<file path="src/sv/rlpwm_pkg.sv">
`timescale 1ns / 1ps
`default_nettype none
// ----------------------------------------------------------------------------
// rlpwm_pkg
// Shared types and constants for the RGB LED PWM slot encoder.
// ----------------------------------------------------------------------------
package rlpwm_pkg;

    // latch gap length after the last LED of a frame (0..64)
    localparam int GapSlots   = 40;
    localparam int GapCntW    = 6;
    localparam int SlotsPerLed = 24;

    // configuration register indexes
    localparam logic [1:0] CfgOutputEnable = 2'd0;
    localparam logic [1:0] CfgBrightness   = 2'd1;
    localparam logic [1:0] CfgOneDuty      = 2'd2;
    localparam logic [1:0] CfgZeroDuty     = 2'd3;

    localparam logic [6:0]  BrightMax       = 7'd100;
    localparam logic [15:0] OneDutyReset    = 16'd60;
    localparam logic [15:0] ZeroDutyReset   = 16'd30;

    // floor(x / 100) == (x * 5243) >> 19 for x <= 25500
    localparam logic [12:0] Recip100   = 13'd5243;
    localparam int          RecipShift = 19;

    typedef struct packed {
        logic [23:0] led_color;
        logic        final_led;
    } in_word_t;

    typedef struct packed {
        logic [15:0] duty_value;
        logic        in_trailer;
        logic        run_end;
    } out_word_t;

    typedef struct packed {
        logic        output_enable;
        logic [6:0]  bright_pct;
        logic [15:0] one_bit_duty;
        logic [15:0] zero_bit_duty;
    } cfg_t;

    // handoff from the scaler to the slot generator
    typedef struct packed {
        logic        start;
        logic [23:0] color;
        logic        final_led;
    } slot_cmd_t;

endpackage : rlpwm_pkg
`default_nettype wire

</file>
<file path="src/sv/rgb_led_pwm_slot_encoder.sv">
`timescale 1ns / 1ps
`default_nettype none
// ----------------------------------------------------------------------------
// rgb_led_pwm_slot_encoder
// Turns one packed RGB color per LED into a stream of PWM duty slots.
// ----------------------------------------------------------------------------
// Usage:
//   s_ channel: one word per LED, the 24-bit color plus a final_led flag.
//   m_ channel: one duty slot per word, MSB of red first, 24 per LED; a
//     word flagged final_led adds 40 zero-duty gap slots (in_trailer = 1).
//     run_end marks the last slot caused by an input word.
//   cfg_ port: write-only registers, taken on any cycle with cfg_we high.
//     Write only while idle (s_ready high, all slots delivered).
// Throughput:
//   The shared multiplier scales the three channels in turn, then the slot
//   generator loads the scaled color. Slots then leave one per cycle when
//   m_ready stays high. s_ready is low from acceptance until the last slot
//   of that word is taken.
// Reset: aresetn low clears the sequencers and output valid; registers
//   return to output disabled, brightness 0, duties 60 and 30.
// Stall: m_ready low holds the current slot and pauses the slot sequencer.
// ----------------------------------------------------------------------------
module rgb_led_pwm_slot_encoder (
    input  wire logic                  aclk,
    input  wire logic                  aresetn,
    input  wire rlpwm_pkg::in_word_t   s_word,
    input  wire logic                  s_valid,
    output logic                       s_ready,
    output rlpwm_pkg::out_word_t       m_word,
    output logic                       m_valid,
    input  wire logic                  m_ready,
    input  wire logic                  cfg_we,
    input  wire logic [1:0]            cfg_index,
    input  wire logic [15:0]           cfg_wdata
);

    rlpwm_pkg::cfg_t       cfg_reg;
    rlpwm_pkg::slot_cmd_t  cmd;
    rlpwm_pkg::out_word_t  out_word;
    logic                  out_valid;
    logic                  busy_reg, busy_next;
    logic                  accept;

    // configuration registers, brightness saturates at 100
    always_ff @(posedge aclk) begin
        if (!aresetn) begin
            cfg_reg.output_enable      <= 1'b0;
            cfg_reg.bright_pct         <= 7'd0;
            cfg_reg.one_bit_duty       <= rlpwm_pkg::OneDutyReset;
            cfg_reg.zero_bit_duty      <= rlpwm_pkg::ZeroDutyReset;
        end else if (cfg_we) begin
            case (cfg_index)
                rlpwm_pkg::CfgOutputEnable: cfg_reg.output_enable <= cfg_wdata[0];
                rlpwm_pkg::CfgBrightness: begin
                    cfg_reg.bright_pct <=
                        (cfg_wdata[6:0] > rlpwm_pkg::BrightMax) ? rlpwm_pkg::BrightMax
                                                                : cfg_wdata[6:0];
                end
                rlpwm_pkg::CfgOneDuty:  cfg_reg.one_bit_duty  <= cfg_wdata;
                rlpwm_pkg::CfgZeroDuty: cfg_reg.zero_bit_duty <= cfg_wdata;
                default: begin
                end
            endcase
        end
    end

    // one LED word in flight at a time
    assign accept = s_valid && !busy_reg;

    always_comb begin
        busy_next = busy_reg;
        if (accept) begin
            busy_next = 1'b1;
        end else if (out_valid && m_ready && out_word.run_end) begin
            busy_next = 1'b0;
        end
    end

    always_ff @(posedge aclk) begin
        if (!aresetn) begin
            busy_reg <= 1'b0;
        end else begin
            busy_reg <= busy_next;
        end
    end

    rlpwm_scaler u_scaler (
        .aclk      (aclk),
        .aresetn   (aresetn),
        .start     (accept),
        .color     (s_word.led_color),
        .final_led (s_word.final_led),
        .cfg       (cfg_reg),
        .cmd       (cmd)
    );

    rlpwm_slot_gen u_slot_gen (
        .aclk    (aclk),
        .aresetn (aresetn),
        .cmd     (cmd),
        .cfg     (cfg_reg),
        .m_word  (out_word),
        .m_valid (out_valid),
        .m_ready (m_ready)
    );

    assign s_ready = !busy_reg;
    assign m_word  = out_word;
    assign m_valid = out_valid;

endmodule : rgb_led_pwm_slot_encoder
`default_nettype wire

</file>
<file path="src/sv/rlpwm_scaler.sv">
`timescale 1ns / 1ps
`default_nettype none
// ----------------------------------------------------------------------------
// rlpwm_scaler
// Scales the three color channels by brightness percent / 100 with one
// shared multiplier: even steps form ch * brightness, odd steps divide by
// 100 through a reciprocal multiply.
// ----------------------------------------------------------------------------
module rlpwm_scaler (
    input  wire logic                 aclk,
    input  wire logic                 aresetn,
    input  wire logic                 start,
    input  wire logic [23:0]          color,
    input  wire logic                 final_led,
    input  wire rlpwm_pkg::cfg_t      cfg,
    output rlpwm_pkg::slot_cmd_t      cmd
);

    logic [2:0]  step_reg, step_next;
    logic        busy_reg, busy_next;
    logic [23:0] src_reg, src_next;
    logic [23:0] res_reg, res_next;
    logic [14:0] prod_reg, prod_next;
    logic        final_reg, final_next;
    logic        done_reg, done_next;

    logic [14:0] op_a;
    logic [12:0] op_b;
    logic [27:0] mul;
    logic [7:0]  quot;

    // shared multiplier with operand selection
    always_comb begin
        if (!step_reg[0]) begin
            op_a = {7'd0, src_reg[23:16]};
            op_b = {6'd0, cfg.bright_pct};
        end else begin
            op_a = prod_reg;
            op_b = rlpwm_pkg::Recip100;
        end
        mul  = 28'(op_a) * 28'(op_b);
        quot = mul[rlpwm_pkg::RecipShift +: 8];
    end

    // sequencer
    always_comb begin
        step_next  = step_reg;
        busy_next  = busy_reg;
        src_next   = src_reg;
        res_next   = res_reg;
        prod_next  = prod_reg;
        final_next = final_reg;
        done_next  = 1'b0;
        if (!busy_reg) begin
            if (start) begin
                busy_next  = 1'b1;
                step_next  = 3'd0;
                src_next   = color;
                final_next = final_led;
            end
        end else if (!step_reg[0]) begin
            prod_next = mul[14:0];
            step_next = step_reg + 3'd1;
        end else begin
            // disabled output forces black
            res_next  = {res_reg[15:0], cfg.output_enable ? quot : 8'd0};
            src_next  = {src_reg[15:0], 8'd0};
            step_next = step_reg + 3'd1;
            if (step_reg == 3'd5) begin
                busy_next = 1'b0;
                done_next = 1'b1;
            end
        end
    end

    always_ff @(posedge aclk) begin
        if (!aresetn) begin
            step_reg <= 3'd0;
            busy_reg <= 1'b0;
            done_reg <= 1'b0;
        end else begin
            step_reg <= step_next;
            busy_reg <= busy_next;
            done_reg <= done_next;
        end
        src_reg   <= src_next;
        res_reg   <= res_next;
        prod_reg  <= prod_next;
        final_reg <= final_next;
    end

    assign cmd.start     = done_reg;
    assign cmd.color     = res_reg;
    assign cmd.final_led = final_reg;

endmodule : rlpwm_scaler
`default_nettype wire

</file>
<file path="src/sv/rlpwm_slot_gen.sv">
`timescale 1ns / 1ps
`default_nettype none
// ----------------------------------------------------------------------------
// rlpwm_slot_gen
// Shifts the scaled color out MSB first as 24 duty slots, then the latch
// gap when the LED closes a frame. Output word sits in a register.
// ----------------------------------------------------------------------------
module rlpwm_slot_gen (
    input  wire logic                  aclk,
    input  wire logic                  aresetn,
    input  wire rlpwm_pkg::slot_cmd_t  cmd,
    input  wire rlpwm_pkg::cfg_t       cfg,
    output rlpwm_pkg::out_word_t       m_word,
    output logic                       m_valid,
    input  wire logic                  m_ready
);

    localparam logic [1:0] StIdle = 2'd0;
    localparam logic [1:0] StData = 2'd1;
    localparam logic [1:0] StGap  = 2'd2;

    localparam logic [4:0] BitLast = 5'(rlpwm_pkg::SlotsPerLed - 1);
    localparam logic [rlpwm_pkg::GapCntW-1:0] GapLast =
        rlpwm_pkg::GapCntW'((rlpwm_pkg::GapSlots == 0) ? 0 : rlpwm_pkg::GapSlots - 1);
    localparam logic GapOn = (rlpwm_pkg::GapSlots != 0);

    logic [1:0]                      state_reg, state_next;
    logic [23:0]                     shift_reg, shift_next;
    logic [4:0]                      bit_reg, bit_next;
    logic [rlpwm_pkg::GapCntW-1:0]   gap_reg, gap_next;
    logic                            gap_en_reg, gap_en_next;
    logic                            valid_reg, valid_next;
    rlpwm_pkg::out_word_t            word_reg, word_next;
    logic                            adv;

    // output register free or being emptied this cycle
    assign adv = !valid_reg || m_ready;

    always_comb begin
        state_next  = state_reg;
        shift_next  = shift_reg;
        bit_next    = bit_reg;
        gap_next    = gap_reg;
        gap_en_next = gap_en_reg;
        valid_next  = valid_reg && !m_ready;
        word_next   = word_reg;
        case (state_reg)
            StIdle: begin
                if (cmd.start) begin
                    shift_next  = cmd.color;
                    bit_next    = 5'd0;
                    gap_en_next = cmd.final_led && GapOn;
                    state_next  = StData;
                end
            end
            StData: begin
                if (adv) begin
                    valid_next           = 1'b1;
                    word_next.duty_value = shift_reg[23] ? cfg.one_bit_duty
                                                         : cfg.zero_bit_duty;
                    word_next.in_trailer = 1'b0;
                    word_next.run_end    = (bit_reg == BitLast) && !gap_en_reg;
                    shift_next           = {shift_reg[22:0], 1'b0};
                    bit_next             = bit_reg + 5'd1;
                    if (bit_reg == BitLast) begin
                        gap_next   = '0;
                        state_next = gap_en_reg ? StGap : StIdle;
                    end
                end
            end
            StGap: begin
                if (adv) begin
                    valid_next           = 1'b1;
                    word_next.duty_value = 16'd0;
                    word_next.in_trailer = 1'b1;
                    word_next.run_end    = (gap_reg == GapLast);
                    gap_next             = gap_reg + rlpwm_pkg::GapCntW'(1);
                    if (gap_reg == GapLast) begin
                        state_next = StIdle;
                    end
                end
            end
            default: begin
                state_next = StIdle;
            end
        endcase
    end

    always_ff @(posedge aclk) begin
        if (!aresetn) begin
            state_reg <= StIdle;
            valid_reg <= 1'b0;
            bit_reg   <= 5'd0;
            gap_reg   <= '0;
        end else begin
            state_reg <= state_next;
            valid_reg <= valid_next;
            bit_reg   <= bit_next;
            gap_reg   <= gap_next;
        end
        shift_reg  <= shift_next;
        gap_en_reg <= gap_en_next;
        word_reg   <= word_next;
    end

    assign m_word  = word_reg;
    assign m_valid = valid_reg;

endmodule : rlpwm_slot_gen
`default_nettype wire

</file>
<file path="config.mk">
export PLATFORM = sky130hd
export DESIGN_NAME = rgb_led_pwm_slot_encoder
export DESIGN_NICKNAME = d
export VERILOG_FILES = /design/src/sv/rlpwm_pkg.sv /design/src/sv/rgb_led_pwm_slot_encoder.sv /design/src/sv/rlpwm_scaler.sv /design/src/sv/rlpwm_slot_gen.sv
export SDC_FILE = /design/constraint.sdc
export NUM_CORES = 1
export LEC_CHECK = 0
export ABC_AREA = 1
export BUFFER_PORTS_ARGS = -buffer_cell sky130_fd_sc_hd__buf_2
export CAP_MARGIN = 0
export CELL_PAD_IN_SITES_DETAIL_PLACEMENT = 1
export CELL_PAD_IN_SITES_GLOBAL_PLACEMENT = 1
export CORE_MARGIN = 1
export CORE_UTILIZATION = 51
export DETAILED_ROUTE_END_ITERATION = 8
export HOLD_SLACK_MARGIN = 0.03
export PLACE_DENSITY = 0.95
export SETUP_SLACK_MARGIN = 0.4
export SKIP_CTS_REPAIR_TIMING = 1
export SLEW_MARGIN = 20
export SYNTH_ARGS = -nofsm -noshare
export SYNTH_HDL_FRONTEND = slang
export SYNTH_SLANG_ARGS = --single-unit
</file>
<file path="constraint.sdc">
create_clock -name aclk -period 7.45 [get_ports aclk]
set_input_delay 0.745 -clock aclk [delete_from_list [all_inputs] [get_ports aclk]]
set_output_delay 0.745 -clock aclk [all_outputs]
set_load 0.05 [all_outputs]
</file>
==> flow_summary.json <==
{
  "synth_edf_count": 107,
  "avgSynthCellArea_sq_um": 8.45,
  "io_pins": 68,
  "power_density_nw_per_um2": 302,
  "grt-ovfl-total": 0,
  "p_sw_w": 0.00174,
  "utilization": 0.577,
  "p_int_w": 0.00221,
  "fillers": 2701,
  "antenna_found_initial": 0,
  "cellLeakagePower_nw": 6.97,
  "layout_commonest_cell": "nand2_1",
  "drt_iter0_drc": 750,
  "worst_pin_slew_ns": 1.06,
  "grt_pass1_wl_um": 62300,
  "grt_start_max_net_pins": 45,
  "whs_ns": 0.461,
  "seqPwrFrac": 0.326,
  "ys_ff_latch": 167,
  "die_w_um": 154,
  "grt_pass1_vias": 11300,
  "first_pass_iters": 5,
  "cp.required_ns": 7.66,
  "setup_ws_ns": 0.831,
  "clkTransAtPathRegs_ns": 0.08,
  "power_frac_clock": 0.254,
  "die_h_um": 154,
  "start_util": 0.521,
  "setup_viol": 0,
  "vdd_ir_drop_max_uv": 168,
  "netSwitchingFraction": 0.440,
  "antennaDiodeCount": 0,
  "final_cell_mix": "nand2_1, inv_1, nor2_1, ha_1, edfxtp_1",
  "crit_arrival_ns": 6.83,
  "num_vias": 10200,
  "yosys_warnings": 0,
  "numPortBuffers": 67,
  "synth_flop_cell": "edfxtp_1",
  "crit_type": "reg -> reg",
  "cts_tree": "done",
  "insertion_delay_ns": 0.46,
  "clock_sinks": 167,
  "cap_viol_max_count": 0,
  "detail_route.vias_per_cell": 5.76,
  "netlist_instances": 1399,
  "numCtsBuffers": 17,
  "htree_levels": 4,
  "post-place-ws_ns": 1.47,
  "cts_root_buf": "clkbuf_16",
  "synthArstFlopShare": 0,
  "largest_reg_flops": 40,
  "endpoint_kind": "register",
  "num_rows": 55,
  "area_growth_pct": 10.7,
  "finalNetCount": 1712,
  "rsz0062_at_grt": "no",
  "power_frac_comb": 0.420,
  "drive_gt1_frac": 0.0864,
  "status": "completed",
  "post-route-period-util": 0.888,
  "antenna_left": 0,
  "max-clock-path-buffers": 2,
  "postPlaceCellArea_sq_um": 12500,
  "finalHoldViolations": 0,
  "startpoint_type": "register",
  "yosysSeqAreaShare": 0.373,
  "finalMaxSlewViolations": 0,
  "route.detailed.drc": 0,
  "grt_usage": 0.352,
  "die_area_sq_um": 23800,
  "place_hpwl_um": 27100,
  "path_max_fanout": 23,
  "hp-class": "reg -> reg",
  "synth_area_sq_um": 11800,
  "fin_setup_tns_ns": 0,
  "gp_congestion": 0.905,
  "drt-total-wl_um": 40400,
  "wl_per_cell_um": 22.9,
  "period_minus_slack_ns": 6.62,
  "synth.distinct_cells": 42,
  "final_area_sq_um": 13100,
  "relSlewSlack": 0.290,
  "core_sq_um": 22700,
  "skew_ns": 0.0131,
  "max_freq_ghz": 0.151
}
-- metal layers --
metal,GRT usage,up-vias,part of all wire
li1,-,4445,-
met1,0.370,4984,0.35
met2,0.622,531,0.50
met3,0.0762,212,0.064
met4,0.260,0,0.080
met5,0,-,0
-- layout make-up --
type                       instances  area (sq um)  area share
inverter                         311          1170      0.0893
clock inverter                    14           201      0.0154
sequential                       167          4410       0.337
timing repair buffer              73           380      0.0290
multi-input combinational        899          6140       0.469
tap                              285           357      0.0272
clock buffer                      18           429      0.0328
-- cell usage after synthesis (4+ instances only) --
cell      count  area, sq um
buf_1         6         22.5
nand2_2       4         25.0
ha_1        112         1400
nor2_1      163          612
edfxtp_1    107         3210
o21ai_0      40          200
buf_2         8         40.0
nand4_1       7         43.8
fa_1         83         1660
a211oi_1     14          105
or2_2         4         25.0
nand2_1     338         1270
nand3_1      35          175
xor2_1        9         78.8
inv_2         5         18.8
a21oi_1      51          255
nor3_1        7         35.0
inv_1       305         1140
xnor2_1       5         43.8
dfxtp_1      60         1200
clkbuf_1     10         37.5
-- worst max-delay path, stage by stage, from the launching register on --
cell	delay, ns
dfxtp_1	0.68
buf_4	0.39
inv_2	0.18
a21oi_1	0.53
nor2_1	0.17
fa_1	0.60
inv_1	0.06
fa_1	0.56
inv_1	0.06
fa_1	0.48
ha_1	0.31
inv_1	0.10
fa_1	0.61
inv_1	0.12
ha_1	0.45
nand2_1	0.15
nor2_1	0.23
nand3_1	0.11
nand3_1	0.17
nand2_1	0.13
a21oi_1	0.20
nor2_1	0.07
-- per-stage QoR --
| step | total power (W) | std cells |
|---|---|---|
| 6_report | 0.00396 | 1767 |
| 5_1_grt | 0.00411 | 1767 |
| 4_1_cts | 0.00392 | 1767 |
| 3_5_place_dp | 0.00281 | 1735 |
| 3_3_place_gp | 0.00265 | 1735 |
| 2_1_floorplan | 0.00232 | 1405 |
-- logic make-up (layout without fill, tap and decap cells) --
group                      after synthesis  in the layout  share of synthesized area
AOI/OAI and AO/OA                      113            113                     0.0523
buffers and inverters                  339            416                      0.111
and+or+nand+nor                        570            570                      0.194
other                                    1              7                   0.000317
DFF                                    167            167                      0.373
xor gates and xnor gates                14             14                     0.0104
adders and majority gates              195            195                      0.259
-- power by group through the flow --
stage               Combinational [W]  Sequential (W)  Clock, W
global placement              0.00137         0.00129         0
floorplan                    0.000915         0.00141         0
global route                  0.00178         0.00130   0.00103
detailed placement            0.00151         0.00130         0
finish                        0.00166         0.00129   0.00101
CTS                           0.00163         0.00128   0.00100
-- path summary, 6_finish.rpt --
check | from | to | slack, ns | depth (start not counted)
min reg2reg | u_scaler.res_reg[11] | u_scaler.res_reg[19] | 0.46 | 0
max | u_scaler.step_reg[0] | u_scaler.res_reg[2] | 0.83 | 21
min | u_scaler.res_reg[11] | u_scaler.res_reg[19] | 0.46 | 0
max reg2reg | u_scaler.step_reg[0] | u_scaler.res_reg[2] | 0.83 | 21
Power figures use the tool's default switching activity.
